<file path="config.mk">
export PLATFORM = sky130hd
export DESIGN_NAME = utf16be_confidence_scorer
export DESIGN_NICKNAME = d
export VERILOG_FILES = /design/src/sv/ucs_pkg.sv /design/src/sv/utf16be_confidence_scorer.sv
export VERILOG_INCLUDE_DIRS = /design/src /design/src/sv
export SDC_FILE = /design/constraint.sdc
export NUM_CORES = 1
export LEC_CHECK = 0
export BUFFER_PORTS_ARGS = -buffer_cell sky130_fd_sc_hd__buf_2
export CAP_MARGIN = 20
export CORE_ASPECT_RATIO = 1.25
export CORE_MARGIN = 2
export CORE_UTILIZATION = 50
export DETAILED_ROUTE_END_ITERATION = 6
export PLACE_DENSITY = 0.7
export SYNTH_ARGS = -nofsm -noshare
export SYNTH_HDL_FRONTEND = slang
export SYNTH_SLANG_ARGS = --single-unit
</file>
<file path="constraint.sdc">
create_clock -name clk -period 7.4 [get_ports clk]
set_input_delay 0.37 -clock clk [delete_from_list [all_inputs] [get_ports clk]]
set_output_delay 0.37 -clock clk [all_outputs]
set_load 0.005 [all_outputs]
</file>
<file path="src/sv/utf16be_confidence_scorer_defines.svh">
// Assertion macros shared by the scorer RTL.
// With SYNTH defined, the macros expand to nothing.
`ifndef UTF16BE_CONFIDENCE_SCORER_DEFINES_SVH
`define UTF16BE_CONFIDENCE_SCORER_DEFINES_SVH

`ifndef SYNTH
// Property that must hold at every clock edge outside reset.
`define UCS_ASSERT(lbl, clk, rst_n, prop, msg) \
	lbl: assert property (@(posedge clk) disable iff (!rst_n) (prop)) else $error(msg);
// Implication whose consequent is checked in the cycle after the antecedent.
`define UCS_ASSERT_NEXT(lbl, clk, rst_n, ante, cons, msg) \
	lbl: assert property (@(posedge clk) disable iff (!rst_n) (ante) |=> (cons)) \
		else $error(msg);
`else
`define UCS_ASSERT(lbl, clk, rst_n, prop, msg)
`define UCS_ASSERT_NEXT(lbl, clk, rst_n, ante, cons, msg)
`endif

`endif

</file>
<file path="src/sv/ucs_pkg.sv">
package ucs_pkg;

	localparam int BYTE_W         = 8;
	localparam int SCORE_W        = 7;
	localparam int WINDOW_DEFAULT = 2048;

	localparam logic [BYTE_W-1:0] BOM_FIRST  = 8'hFE;
	localparam logic [BYTE_W-1:0] BOM_SECOND = 8'hFF;
	localparam logic [BYTE_W-1:0] CHAR_CR    = 8'h0D;
	localparam logic [BYTE_W-1:0] CHAR_LF    = 8'h0A;

	localparam logic [SCORE_W-1:0] SCORE_BOM    = 7'd100;
	localparam logic [SCORE_W-1:0] SCORE_PLAIN  = 7'd70;
	localparam logic [SCORE_W-1:0] CRLF_PENALTY = 7'd25;

	localparam int CRLF_W = 3;
	localparam logic [CRLF_W-1:0] CRLF_MAX = 3'd4;

endpackage

</file>
<file path="src/sv/utf16be_confidence_scorer.sv">
// Scores a byte stream for how likely it is big-endian UTF-16 text.
//
// Input channel (s_axis): one sample byte per transfer, tlast on the final
// byte of a sample. Output channel (m_axis): one transfer per sample, carrying
// the confidence percent (0 to 100), sent after the sample's final byte.
//
// Throughput is one byte per cycle, but a final byte waits while the result
// register is not free. Each byte passes an input register and is then folded
// into the per-sample counters and flags; the score is formed from those
// counters in the same cycle and held in the result register. m_axis_tvalid
// therefore rises as the final byte leaves the input register.
//
// Reset clears all counters and flags, and both the input and result
// registers become empty. The counters also clear after every final byte, so
// samples may follow each other with no gap. While the receiver stalls, the
// result is held and non-final bytes keep flowing; a second final byte waits
// in the input register until the result register is free.
`include "utf16be_confidence_scorer_defines.svh"

module utf16be_confidence_scorer
	import ucs_pkg::*;
#(
	parameter int WINDOW = WINDOW_DEFAULT
) (
	input  logic              clk,
	input  logic              arst_n,
	input  logic              s_axis_tvalid,
	output logic              s_axis_tready,
	input  logic [BYTE_W-1:0] s_axis_tdata,   // [7:0] sample_byte
	input  logic              s_axis_tlast,   // last_byte
	output logic              m_axis_tvalid,
	input  logic              m_axis_tready,
	output logic [BYTE_W-1:0] m_axis_tdata    // [6:0] confidence, [7] zero
);

	localparam int PW   = $clog2(WINDOW + 1);
	localparam int CW   = $clog2(WINDOW / 2 + 1);
	localparam int CMPW = PW + 3;

	// Input stage
	logic              valid_s1;
	logic [BYTE_W-1:0] byte_s1;
	logic              last_s1;

	// Per-sample state
	logic              prev_cr_q;
	logic              first_fe_q;
	logic              bom_q;
	logic [PW-1:0]     pos_q;
	logic [CW-1:0]     zero_cnt_q;
	logic [CRLF_W-1:0] crlf_q;

	// Result register
	logic               out_valid_q;
	logic [SCORE_W-1:0] out_score_q;

	logic               out_free;
	logic               adv;
	logic               bom_next;
	logic [CRLF_W-1:0]  crlf_next;
	logic               count_zero;
	logic [PW-1:0]      length;
	logic [CMPW-1:0]    zero_x5;
	logic [CMPW-1:0]    length_x2;
	logic [SCORE_W-1:0] base_score;
	logic [SCORE_W-1:0] score;

	assign out_free      = !out_valid_q || m_axis_tready;
	assign adv           = valid_s1 && (!last_s1 || out_free);
	assign s_axis_tready = !valid_s1 || adv;

	always_comb begin
		bom_next = bom_q;
		if (pos_q == PW'(1) && first_fe_q && byte_s1 == BOM_SECOND) begin
			bom_next = 1'b1;
		end
		crlf_next = crlf_q;
		if (prev_cr_q && byte_s1 == CHAR_LF && crlf_q < CRLF_MAX) begin
			crlf_next = crlf_q + CRLF_W'(1);
		end
		// A zero at an even position counts only when its pair partner is in the window.
		count_zero = !last_s1 && !pos_q[0] && ((PW + 1)'(pos_q) + (PW + 1)'(1) < (PW + 1)'(WINDOW))
			&& byte_s1 == '0;
	end

	always_comb begin
		length    = (pos_q < PW'(WINDOW)) ? pos_q + PW'(1) : PW'(WINDOW);
		zero_x5   = (CMPW'(zero_cnt_q) << 2) + CMPW'(zero_cnt_q);
		length_x2 = CMPW'(length) << 1;
		if (bom_next) begin
			base_score = SCORE_BOM - SCORE_W'(crlf_next) * CRLF_PENALTY;
		end else if (crlf_next <= CRLF_W'(2)) begin
			base_score = SCORE_PLAIN - SCORE_W'(crlf_next) * CRLF_PENALTY;
		end else begin
			base_score = '0;
		end
		if (pos_q == '0) begin
			score = SCORE_PLAIN;
		end else if (base_score < SCORE_BOM && zero_x5 >= length_x2) begin
			score = SCORE_BOM;
		end else begin
			score = base_score;
		end
	end

	always_ff @(posedge clk or negedge arst_n) begin
		if (!arst_n) begin
			valid_s1 <= 1'b0;
		end else if (s_axis_tready) begin
			valid_s1 <= s_axis_tvalid;
		end
	end

	always_ff @(posedge clk) begin
		if (s_axis_tready && s_axis_tvalid) begin
			byte_s1 <= s_axis_tdata;
			last_s1 <= s_axis_tlast;
		end
	end

	always_ff @(posedge clk or negedge arst_n) begin
		if (!arst_n) begin
			prev_cr_q  <= 1'b0;
			first_fe_q <= 1'b0;
			bom_q      <= 1'b0;
			pos_q      <= '0;
			zero_cnt_q <= '0;
			crlf_q     <= '0;
		end else if (adv) begin
			if (last_s1) begin
				prev_cr_q  <= 1'b0;
				first_fe_q <= 1'b0;
				bom_q      <= 1'b0;
				pos_q      <= '0;
				zero_cnt_q <= '0;
				crlf_q     <= '0;
			end else begin
				prev_cr_q <= (byte_s1 == CHAR_CR);
				if (pos_q == '0) begin
					first_fe_q <= (byte_s1 == BOM_FIRST);
				end
				bom_q  <= bom_next;
				crlf_q <= crlf_next;
				if (pos_q < PW'(WINDOW)) begin
					pos_q <= pos_q + PW'(1);
				end
				if (count_zero) begin
					zero_cnt_q <= zero_cnt_q + CW'(1);
				end
			end
		end
	end

	always_ff @(posedge clk or negedge arst_n) begin
		if (!arst_n) begin
			out_valid_q <= 1'b0;
		end else if (adv && last_s1) begin
			out_valid_q <= 1'b1;
		end else if (m_axis_tready) begin
			out_valid_q <= 1'b0;
		end
	end

	always_ff @(posedge clk) begin
		if (adv && last_s1) begin
			out_score_q <= score;
		end
	end

	assign m_axis_tvalid = out_valid_q;
	assign m_axis_tdata  = BYTE_W'(out_score_q);

	`UCS_ASSERT(a_score_range, clk, arst_n, !out_valid_q || out_score_q <= SCORE_BOM, "confidence above 100")
	`UCS_ASSERT(a_crlf_sat, clk, arst_n, crlf_q <= CRLF_MAX, "CR LF counter past saturation")
	`UCS_ASSERT(a_pos_sat, clk, arst_n, pos_q <= PW'(WINDOW), "byte position past window")
	`UCS_ASSERT(a_zero_bound, clk, arst_n, (PW + 1)'(zero_cnt_q) * (PW + 1)'(2) <= (PW + 1)'(pos_q) + (PW + 1)'(1), "zero count exceeds even positions")
	`UCS_ASSERT_NEXT(a_clear_after_last, clk, arst_n, adv && last_s1, pos_q == '0 && crlf_q == '0 && zero_cnt_q == '0 && out_valid_q, "state not cleared after final byte")

endmodule
</file>
==> impl_metrics.toml <==
[floorplanning]
fp.dieW_um = 80.6
die_area_um2 = 8030
boundaryPins = 23
num_rows = 34
die-height_um = 99.7
design.core.area_um2 = 7020
initial_utilization = 0.522

[critical_path]
path_max_fanout = 6
arrival_ps = 4110
start_kind = "register"
cpMaxStageDelayCell = "dfrtp_1"
crit_type = "register to register"
r2r_end = "out_score_q[2]"
cp_top_family = "compound AO/OA/AOI/OAI gates"
end_kind = "register"
reg2reg_depth = 19
crit_chain = "ha_1, inv_1, fa_1, nor2b_1, o21ai_0, a21boi_0, o21ai_0, a21boi_0, o21a_1, nor2_1, xnor2_1, ha_1, a211o_1, a21oi_1, o21a_1, o221a_2, inv_1, a31o_4, nand3b_1"
cp_data_required_time_ps = 7440
r2r_start = "zero_cnt_q[0]"
r2r_slack_ps = 3340
cpPeakStageDelay_ps = 430
path_buf_inv = 2

[place]
dpl.hpwl_um = 5790
port_buffers = 21
place_inst = 499
place.gp.congestion = 0.907
place_ws_ps = 3330

[timing]
fin_crit_sh = 0.549
rsz0062_at_grt = "no"
worstMarginPinSlew_ps = 777
hold_viol = 0
clock.fmax_mhz = 246
finalWorstSetupSlack_ps = 3340
fin_crit_ps = 4060
drv_slew = 0
skew_ps = 5.46
relSlewSlack = 0.479
tns_ps = 0
setup_viol = 0

[logic_synthesis]
synth_area_leaders = "dfrtp_1, edfxtp_1, ha_1"
syn_area_per_cell_um2 = 9.14
synthArstFlopShare = 0.660
synth-seq-area-share = 0.343
ys_warn_count = 0
ys_seq_elements = 47
synth_cell_types = 66
synth_edf_count = 16
synthFlopType = "dfrtp_1"
syn_area_um2 = 3660
synthCells = 401
yosys.area.top_type = "dfrtp_1"
syn_nets = 451
yosys.area.top_type_share = 0.212

[clock_network]
clk_path_buf_depth = 2
post_cts_buffers = 0
tritoncts = "yes"
cts_num_sinks = 47
holdBufCountCts = 0
post_cts_resized = 0
cts_root_buf = "clkbuf_8"
clk_latency_ps = 300
path_clk_slew_ps = 90
cts_buffers = 5
cts_htree_levels = 2

[power]
p_int_uw = 420
p_per_area_nw_per_um2 = 158
swShare = 0.320
combPwrFrac = 0.236
peakVddDrop_mv = 0.113
p_leak_nw = 1.64
seqPwrFrac = 0.499
p_sw_uw = 197
p_clk_frac = 0.265
total_power_uw = 617

[global_route]
grt_use_total = 0.199
antenna_found_initial = 0
grt_max_degree = 32
grt_pass1_vias = 2778
grt_overflow_total = 0
grt_first_pass_wirelength_um = 12700

[routing]
ant_nets = 0
vias_per_cell = 5.73
first_pass_iters = 4
routedWlPerCell_um = 14.9
drtIter0Drc = 128
vias = 2904
drc = 0
routed_wl_um = 7550

[finish]
syn_to_final_growth_pct = 6.66
multi_input_area_um2 = 2230
nets = 466
instances_no_fill = 507
drive_gt1_frac = 0.137
fillers = 668
diodes = 0
seqCellArea_um2 = 1260

[job]
drv_cap = 0

[hold_path]
hp-class = "primary input to asynchronous set/reset pin"

[run_status]
status = "finished clean"
per-stage QoR:
stage | instance area (um^2) | util | hold slack, ps
after CTS | 3910 | 0.557 | 142
after detailed placement | 3810 | 0.543 | 469
after global placement | 3810 | 0.543 | 464
after floorplan | 3660 | - | 74.4
final | 3910 | 0.557 | 119
after global routing | 3910 | 0.557 | 186
metal layers:
| layer | vias to the layer above | track usage | part of all wire |
|---|---|---|---|
| li1 | 1464 | - | - |
| met1 | 1398 | 0.253 | 0.43 |
| met2 | 33 | 0.351 | 0.52 |
| met3 | 9 | 0.0263 | 0.029 |
| met4 | 0 | 0.0600 | 0.013 |
| met5 | - | 0 | 0 |
placed cells by master, fill, tap and decap left out, types with 3 or more instances in the layout:
master / instances
and3_1: 5
and2_1: 3
o21a_1: 6
xor2_1: 12
inv_1: 27
a21boi_0: 3
nand4_1: 6
nand2b_1: 6
a31oi_1: 4
clkbuf_8: 6
edfxtp_1: 16
nor3_1: 6
o21ai_0: 36
nor2_1: 28
or2_2: 5
nand2_1: 45
a21o_1: 3
a211oi_1: 6
ha_1: 36
dfrtp_1: 31
a21oi_1: 16
buf_2: 21
nand3_1: 12
xnor2_1: 15
nand3b_1: 4
nor4_1: 4
or3_1: 3
worst max path at each step:
| stage | slack, ps | end | depth (start not counted) | start |
|---|---|---|---|---|
| finish | 3340 | out_score_q[2] | 19 | zero_cnt_q[0] |
| global route | 3000 | out_score_q[2] | 19 | zero_cnt_q[0] |
| CTS | 3330 | out_score_q[2] | 19 | zero_cnt_q[0] |
| detailed placement | 3330 | out_score_q[2] | 19 | zero_cnt_q[0] |
| global placement | 3490 | out_score_q[2] | 19 | zero_cnt_q[0] |
| floorplan | 3700 | out_score_q[2] | 19 | zero_cnt_q[0] |
power by group through the flow:
stage          clock [mW]  sequential (mW)  combinational (mW)
2_1_floorplan           0            0.301               0.117
3_3_place_gp            0            0.312               0.143
3_5_place_dp            0            0.313               0.147
4_1_cts             0.168            0.307               0.148
5_1_grt             0.177            0.311               0.163
6_report            0.164            0.308               0.145
Yosys cell counts, types with 4 or more instances:
cell type	n
nand3b_1	4
inv_1	27
a211oi_1	6
a21oi_1	16
and3_1	5
dfrtp_1	31
edfxtp_1	16
a31oi_1	4
xnor2_1	15
nand2b_1	6
nor4_1	4
clkbuf_1	9
nand4_1	6
nand2_1	45
xor2_1	12
o21ai_0	36
nand3_1	12
o21a_1	6
nor2_1	28
or2_2	5
ha_1	36
nor3_1	6
cell type report:
class / count / share of cell area
clock buffer: 7 / 0.0221
tap: 90 / 0.0288
inverter: 29 / 0.0279
sequential: 47 / 0.321
clock inverter: 1 / 0.00224
timing repair buffer: 21 / 0.0269
multi-input combinational: 312 / 0.571
sequential cells by signal (all words and copies together), names as in the netlist:
register       flops
pos_q             12
zero_cnt_q        11
byte_s1            8
out_score_q        7
crlf_q             3
bom_q              1
first_fe_q         1
last_s1            1
m_axis_tvalid      1
prev_cr_q          1
valid_s1           1
logic make-up after synthesis:
kind of cell	after synthesis	share of synthesized area
AND/OR/NAND/NOR	146	0.218
AO/OA/AOI/OAI	98	0.186
flip-flops	47	0.343
buffers and inverters	42	0.0485
adder cells (fa/ha/maj)	37	0.128
XOR/XNOR	28	0.0690
multiplexers	2	0.00615
other	1	0.00102
Power figures use the tool's default switching activity.
